## config.mk

```make
export PLATFORM = sky130hd
export DESIGN_NAME = kcr_front
export DESIGN_NICKNAME = d
export VERILOG_FILES = /design/src/rtl/kcr_pkg.sv /design/src/rtl/kcr_front.sv
export SDC_FILE = /design/constraint.sdc
export NUM_CORES = 1
export LEC_CHECK = 0
export ABC_AREA = 1
export BUFFER_PORTS_ARGS = -buffer_cell sky130_fd_sc_hd__buf_4
export CORE_MARGIN = 2
export CORE_UTILIZATION = 56
export DETAILED_ROUTE_END_ITERATION = 6
export PLACE_DENSITY = 0.9
export SYNTH_ARGS = -nofsm -noshare
export SYNTH_HDL_FRONTEND = slang
export SYNTH_SLANG_ARGS = --single-unit
```

## constraint.sdc

```tcl
create_clock -name clk -period 14.1 [get_ports clk]
set_input_delay 0.705 -clock clk [delete_from_list [all_inputs] [get_ports clk]]
set_output_delay 0.705 -clock clk [all_outputs]
set_load 0.03 [all_outputs]
```

## src/rtl/kcr_pkg.sv

```systemverilog
`default_nettype none
// ----------------------------------------------------------------------------
// kcr_pkg
// Types, tables and GF(2^8) helpers shared by the Kuznyechik counter-mode block.
// ----------------------------------------------------------------------------
package kcr_pkg;

	localparam int ROUND_KEY_COUNT = 10;
	localparam int KS_STEPS        = 32;

	typedef struct packed {
		logic [63:0] block_high;
		logic [63:0] block_low;
	} kcr_in_t;

	typedef struct packed {
		logic [63:0] result_high;
		logic [63:0] result_low;
	} kcr_out_t;

	// One queued request: the block to encrypt and the mask to XOR on the result.
	typedef struct packed {
		logic [127:0] blk;
		logic [127:0] mask;
	} kcr_job_t;

	typedef struct packed {
		logic [255:0] key;
		logic         chg;
	} kcr_key_t;

	typedef enum logic [2:0] {
		REG_KEY0  = 3'd0,
		REG_KEY1  = 3'd1,
		REG_KEY2  = 3'd2,
		REG_KEY3  = 3'd3,
		REG_MODE  = 3'd4,
		REG_CNT   = 3'd5
	} kcr_reg_t;

	typedef enum logic [2:0] {
		ST_IDLE,
		ST_KEY_A,
		ST_KEY_B,
		ST_ENC_A,
		ST_ENC_B,
		ST_DONE
	} kcr_state_t;

	localparam logic [7:0] GF_POLY = 8'hC3;
	localparam logic [7:0] GF_TOP  = 8'h80;

	localparam logic [7:0] LIN_COEF [16] = '{
		8'd1, 8'd148, 8'd32, 8'd133, 8'd16, 8'd194, 8'd192, 8'd1,
		8'd251, 8'd1, 8'd192, 8'd194, 8'd16, 8'd133, 8'd32, 8'd148};

	localparam logic [7:0] SBOX [256] = '{
		8'hFC,8'hEE,8'hDD,8'h11,8'hCF,8'h6E,8'h31,8'h16,8'hFB,8'hC4,8'hFA,8'hDA,8'h23,8'hC5,8'h04,8'h4D,
		8'hE9,8'h77,8'hF0,8'hDB,8'h93,8'h2E,8'h99,8'hBA,8'h17,8'h36,8'hF1,8'hBB,8'h14,8'hCD,8'h5F,8'hC1,
		8'hF9,8'h18,8'h65,8'h5A,8'hE2,8'h5C,8'hEF,8'h21,8'h81,8'h1C,8'h3C,8'h42,8'h8B,8'h01,8'h8E,8'h4F,
		8'h05,8'h84,8'h02,8'hAE,8'hE3,8'h6A,8'h8F,8'hA0,8'h06,8'h0B,8'hED,8'h98,8'h7F,8'hD4,8'hD3,8'h1F,
		8'hEB,8'h34,8'h2C,8'h51,8'hEA,8'hC8,8'h48,8'hAB,8'hF2,8'h2A,8'h68,8'hA2,8'hFD,8'h3A,8'hCE,8'hCC,
		8'hB5,8'h70,8'h0E,8'h56,8'h08,8'h0C,8'h76,8'h12,8'hBF,8'h72,8'h13,8'h47,8'h9C,8'hB7,8'h5D,8'h87,
		8'h15,8'hA1,8'h96,8'h29,8'h10,8'h7B,8'h9A,8'hC7,8'hF3,8'h91,8'h78,8'h6F,8'h9D,8'h9E,8'hB2,8'hB1,
		8'h32,8'h75,8'h19,8'h3D,8'hFF,8'h35,8'h8A,8'h7E,8'h6D,8'h54,8'hC6,8'h80,8'hC3,8'hBD,8'h0D,8'h57,
		8'hDF,8'hF5,8'h24,8'hA9,8'h3E,8'hA8,8'h43,8'hC9,8'hD7,8'h79,8'hD6,8'hF6,8'h7C,8'h22,8'hB9,8'h03,
		8'hE0,8'h0F,8'hEC,8'hDE,8'h7A,8'h94,8'hB0,8'hBC,8'hDC,8'hE8,8'h28,8'h50,8'h4E,8'h33,8'h0A,8'h4A,
		8'hA7,8'h97,8'h60,8'h73,8'h1E,8'h00,8'h62,8'h44,8'h1A,8'hB8,8'h38,8'h82,8'h64,8'h9F,8'h26,8'h41,
		8'hAD,8'h45,8'h46,8'h92,8'h27,8'h5E,8'h55,8'h2F,8'h8C,8'hA3,8'hA5,8'h7D,8'h69,8'hD5,8'h95,8'h3B,
		8'h07,8'h58,8'hB3,8'h40,8'h86,8'hAC,8'h1D,8'hF7,8'h30,8'h37,8'h6B,8'hE4,8'h88,8'hD9,8'hE7,8'h89,
		8'hE1,8'h1B,8'h83,8'h49,8'h4C,8'h3F,8'hF8,8'hFE,8'h8D,8'h53,8'hAA,8'h90,8'hCA,8'hD8,8'h85,8'h61,
		8'h20,8'h71,8'h67,8'hA4,8'h2D,8'h2B,8'h09,8'h5B,8'hCB,8'h9B,8'h25,8'hD0,8'hBE,8'hE5,8'h6C,8'h52,
		8'h59,8'hA6,8'h74,8'hD2,8'hE6,8'hF4,8'hB4,8'hC0,8'hD1,8'h66,8'hAF,8'hC2,8'h39,8'h4B,8'h63,8'hB6};

	function automatic logic [7:0] gf_mul(input logic [7:0] a_in, input logic [7:0] b_in);
		logic [7:0] a;
		logic [7:0] b;
		logic [7:0] r;
		logic       top;
		a = a_in;
		b = b_in;
		r = '0;
		for (int n = 0; n < 8; n++) begin
			top = |(a & GF_TOP);
			if (b[0]) begin
				r = r ^ a;
			end
			a = {a[6:0], 1'b0};
			if (top) begin
				a = a ^ GF_POLY;
			end
			b = {1'b0, b[7:1]};
		end
		return r;
	endfunction

	// One R step: byte 0 leaves, the weighted sum enters as byte 15.
	function automatic logic [127:0] r_step(input logic [127:0] x);
		logic [7:0] acc;
		acc = '0;
		for (int i = 0; i < 16; i++) begin
			acc = acc ^ gf_mul(x[8*i +: 8], LIN_COEF[i]);
		end
		return {acc, x[127:8]};
	endfunction

	// Half of the L layer: eight R steps.
	function automatic logic [127:0] l_half(input logic [127:0] x);
		logic [127:0] v;
		v = x;
		for (int s = 0; s < 8; s++) begin
			v = r_step(v);
		end
		return v;
	endfunction

	function automatic logic [127:0] sub_bytes(input logic [127:0] x);
		logic [127:0] y;
		for (int i = 0; i < 16; i++) begin
			y[8*i +: 8] = SBOX[x[8*i +: 8]];
		end
		return y;
	endfunction

	typedef logic [127:0] kcr_cst_arr_t [KS_STEPS];

	// Key schedule constants, worked out at elaboration.
	function automatic kcr_cst_arr_t ks_consts();
		kcr_cst_arr_t t;
		for (int c = 0; c < KS_STEPS; c++) begin
			t[c] = 128'(c + 1);
			t[c] = l_half(l_half(t[c]));
		end
		return t;
	endfunction

	localparam kcr_cst_arr_t KS_CONST = ks_consts();

endpackage
`default_nettype wire

```

## src/rtl/kcr_front.sv

```systemverilog
`default_nettype none
// ----------------------------------------------------------------------------
// kcr_front
// Takes input requests, forms the block and mask for the chosen mode, and
// queues them for the cipher core in a two-entry queue.
// ----------------------------------------------------------------------------
module kcr_front (
	input  wire logic             clk,
	input  wire logic             arst_n,
	input  wire logic             in_valid,
	output logic                  in_ready,
	input  wire kcr_pkg::kcr_in_t in_data,
	input  wire logic             mode,
	input  wire logic             cnt_load,
	input  wire logic [63:0]      cnt_value,
	output logic                  job_valid,
	input  wire logic             job_ready,
	output kcr_pkg::kcr_job_t     job
);
	import kcr_pkg::*;

	kcr_job_t    q_q [2];
	logic        wr_ptr_q;
	logic        rd_ptr_q;
	logic [1:0]  cnt_q;
	logic [63:0] ctr_q;
	kcr_job_t    entry;
	logic        push;
	logic        pop;

	assign in_ready  = (cnt_q != 2'd2);
	assign job_valid = (cnt_q != 2'd0);
	assign job       = q_q[rd_ptr_q];
	assign push      = in_valid && in_ready;
	assign pop       = job_valid && job_ready;

	always_comb begin
		if (mode) begin
			entry.blk  = {64'd0, ctr_q};
			entry.mask = {in_data.block_high, in_data.block_low};
		end else begin
			entry.blk  = {in_data.block_high, in_data.block_low};
			entry.mask = '0;
		end
	end

	always_ff @(posedge clk or negedge arst_n) begin
		if (!arst_n) begin
			wr_ptr_q <= 1'b0;
			rd_ptr_q <= 1'b0;
			cnt_q    <= 2'd0;
			ctr_q    <= '0;
		end else begin
			if (cnt_load) begin
				ctr_q <= cnt_value;
			end else if (push && mode) begin
				ctr_q <= ctr_q + 64'd1;
			end
			if (push) begin
				wr_ptr_q <= !wr_ptr_q;
			end
			if (pop) begin
				rd_ptr_q <= !rd_ptr_q;
			end
			cnt_q <= cnt_q + {1'b0, push} - {1'b0, pop};
		end
	end

	always_ff @(posedge clk) begin
		if (push) begin
			q_q[wr_ptr_q] <= entry;
		end
	end

endmodule
`default_nettype wire

```

==> results by group <==
Timing
  – Period utilization: 32.46%
  – Slew Viols, Final: 0
  – Minimum clock period: about 4600 ps
  – Fin Clk Skew: 17.58 ps
  – Endpoints failing setup: 0
  – RSZ-0062 raised after global routing: false
  – Hold Fails Final Rpt: 0
  – Slew headroom: 26.63%
  – Setup WS post-layout: 9523 ps
  – Measured slew at the worst slew-check pin: 1101 ps
  – Setup TNS: 0 ps
  – Max Freq: 0.2185 GHz

Clock tree
  – Clock Path Buffers: 3
  – CTS Root Cell: clkbuf_16
  – # resized after CTS: 0
  – CTS hold repair buffers: 0
  – Worst-Skew Late Latency: 600 ps
  – Clock sink count: between 500 and 600
  – Clock edge transition at the registers on the reported setup and hold paths: around 60 ps
  – CTS tree: done
  – CTS buffer count: 57
  – CTS H-tree depth: 2
  – Postcts setup bufs: 0

Worst setup path
  – Worst path cell trace: inv_8 > buf_4 > nand2_1 > nand2_1 > buf_4
  – Critical Path End Type: output port
  – Top delay family on crit path: buffers and inverters
  – CP required: 13400 ps
  – Worst path arrival time: ~3900 ps
  – Critical Path Fanout Max: 161
  – Crit path buf inv count: 3
  – Largest stage delay on the critical path: 920 ps
  – Worst Setup Start Kind: flip-flop
  – Critical path type: flip-flop to output port
  – CP max-delay cell: buf_4

Outcome
  – Status: complete, no violations

Detailed routing
  – WL met1: around 27000 µm
  – DR vias: 20693
  – Detailed-route vias per instance: 5.438
  – Drc violations: 0
  – WL/cell: 19.50 µm
  – Pre-antenna DRT Iters: 6
  – First DRT Iteration DRCs: 2444
  – Total wire length: 74220 µm
  – Met3 WL post-DR: 7604 µm
  – DR WL met2: 35890 µm
  – Top routing layer in use: met4
  – DRT antenna net count: 0

Cells and area
  – Share of cells above drive strength 1: 18.25%
  – Area growth from synthesis to layout: 22.16%
  – Fill count: 3203
  – Nets: 3353
  – Design Area, Final: 31550 µm²
  – Area of the multi-input gates: 7201 µm²
  – FF+latch area: 17080 µm²

Synth
  – Synth cell types: 35
  – Synthesized flop and latch total: 580
  – Ys async rst share: 11.72%
  – Main synth FF type: edfxtp_1
  – Synth warn: 0
  – Mapped Cells: 2739
  – Share of the yosys chip area belonging to registers: 66.11%
  – Synth Cell Area: 25830 µm²
  – Synthesized area per cell: roughly 9.4 µm²
  – Post-synth EDFFs: 512
  – Syn Nets: 2940

GRT
  – Largest net degree at the start of global routing: 162
  – Grt ovf: 0
  – Total Routing Usage GR: 30.44%
  – Vias in the first global route: 19759
  – Antenna violations before repair: 5
  – First-pass GRT wire length: ~110000 µm

Placement
  – PortBufs: about 460
  – Dpl hpwl: 49500 µm
  – GPL Wtd Cong: 1.022
  – Pre-CTS setup slack: about 10000 ps
  – Cell Area, Placed: between 20000 and 30000 µm²

Flow run
  – Max Cap Viol: 0

Die
  – DIE WIDTH: 218.8 µm
  – Die area: approximately 48000 µm²
  – FP Rows: just under 80
  – Initial core utilization: 56.80%
  – IO Pins: around 460
  – Core area: 45480 µm²
  – Die Ht: 218.8 µm

Hold path
  – Min-delay worst type: input pin to asynchronous set/reset pin

Power
  – Leak: 0.01474 µW
  – Peak VDD IR: 0.2510 mV
  – P per Cell Area: 211.1 nW/µm²
[cell usage in the layout (no fill, tap or decap), types with 15 or more instances in the layout]
cell type | synthesis | final
buf_4 | 4 | 465
clkbuf_16 | 0 | 59
dfrtp_1 | 68 | 67
edfxtp_1 | 512 | 512
inv_1 | 294 | 293
nand2_1 | 1264 | 1264
nand3_1 | 93 | 93
nor2_1 | 208 | 206
o211ai_1 | 15 | 15
o21ai_0 | 81 | 81
[Yosys cell counts, types with 4 or more instances]
| cell | count | area share, % |
|---|---|---|
| nor2_2 | 4 | 0.097 |
| nor2_4 | 8 | 0.35 |
| nand2_2 | 9 | 0.22 |
| edfxtp_1 | 512 | 60 |
| o211ai_1 | 15 | 0.44 |
| o21ai_1 | 5 | 0.097 |
| nand4_1 | 12 | 0.29 |
| nor2_1 | 208 | 3.0 |
| nand2_1 | 1264 | 18 |
| dfrtp_1 | 68 | 6.6 |
| buf_2 | 5 | 0.097 |
| buf_1 | 5 | 0.073 |
| buf_4 | 4 | 0.12 |
| clkbuf_1 | 99 | 1.4 |
| a21oi_1 | 9 | 0.17 |
| o21ai_0 | 81 | 1.6 |
| nand3_1 | 93 | 1.8 |
| o221ai_1 | 4 | 0.14 |
| xor2_1 | 10 | 0.34 |
| inv_1 | 294 | 4.3 |
[metal layers]
layer  up-vias  track usage [%]
li1       9554                -
met1      9746            38.61
met2      1221            51.22
met3       172            5.929
met4         0            13.06
met5         -                0
[kinds of logic (layout without fill, tap and decap cells)]
| family | count (synthesis) | count (layout) | synth area share (%) |
|---|---|---|---|
| AND/OR/NAND/NOR | 1609 | 1609 | 24.59 |
| XOR/XNOR | 12 | 12 | 0.4069 |
| other | 0 | 5 | 0 |
| buffers and inverters | 412 | 873 | 6.070 |
| flip-flops | 580 | 580 | 66.11 |
| adder cells (fa/ha/maj) | 3 | 3 | 0.1453 |
| AO/OA/AOI/OAI | 123 | 123 | 2.674 |
[where the power goes]
group	internal [µW]	switching, µW	leakage, µW
clock network	868	644	0.000889
registers	2330	169	0.00566
logic	761	1890	0.00819
total	3960	2700	0.0147
[through the flow]
step	util [%]	hold slack [ps]	power [µW]	cells
after floorplan	-	409.4	4237	2739
after global placement	65.27	492.0	5098	3693
after detailed placement	65.27	500.7	5152	3693
after CTS	69.35	264.1	6676	3800
after global routing	69.38	309.4	6935	3805
final	69.38	259.7	6660	3805
[cell type report]
cell class	instances	area share, %
Inverter	299	3.589
Clock inverter	33	0.9557
Timing Repair Buffer	467	11.16
Tap cell	600	2.379
Antenna cell	5	0.03965
Multi-Input combinational cell	1747	22.82
Clock buffer	74	4.921
Sequential cell	580	54.13
[final timing paths]
check | slack [ps] | startpoint | cells after the start | end
hold reg to reg | 520 | ctr_q[63] | 2 | ctr_q[63]
hold / removal | 260 | arst_n | 1 | ctr_q[17]
setup / recovery | 9520 | rd_ptr_q | 5 | job[75]
min in group clk | 330 | cnt_value[44] | 3 | ctr_q[44]
max in group asynchronous | 13130 | arst_n | 1 | rd_ptr_q
setup reg to reg | 10670 | cnt_q[0] | 6 | q_q[1][244]
[sequential cells by signal (all words and copies together) (netlist names)]
| name | count |
|---|---|
| ctr_q | 64 |
| cnt_q | 2 |
| wr_ptr_q | 1 |
| q_q | 512 |
| rd_ptr_q | 1 |
Note: power is estimated with default switching activity, not from simulation.
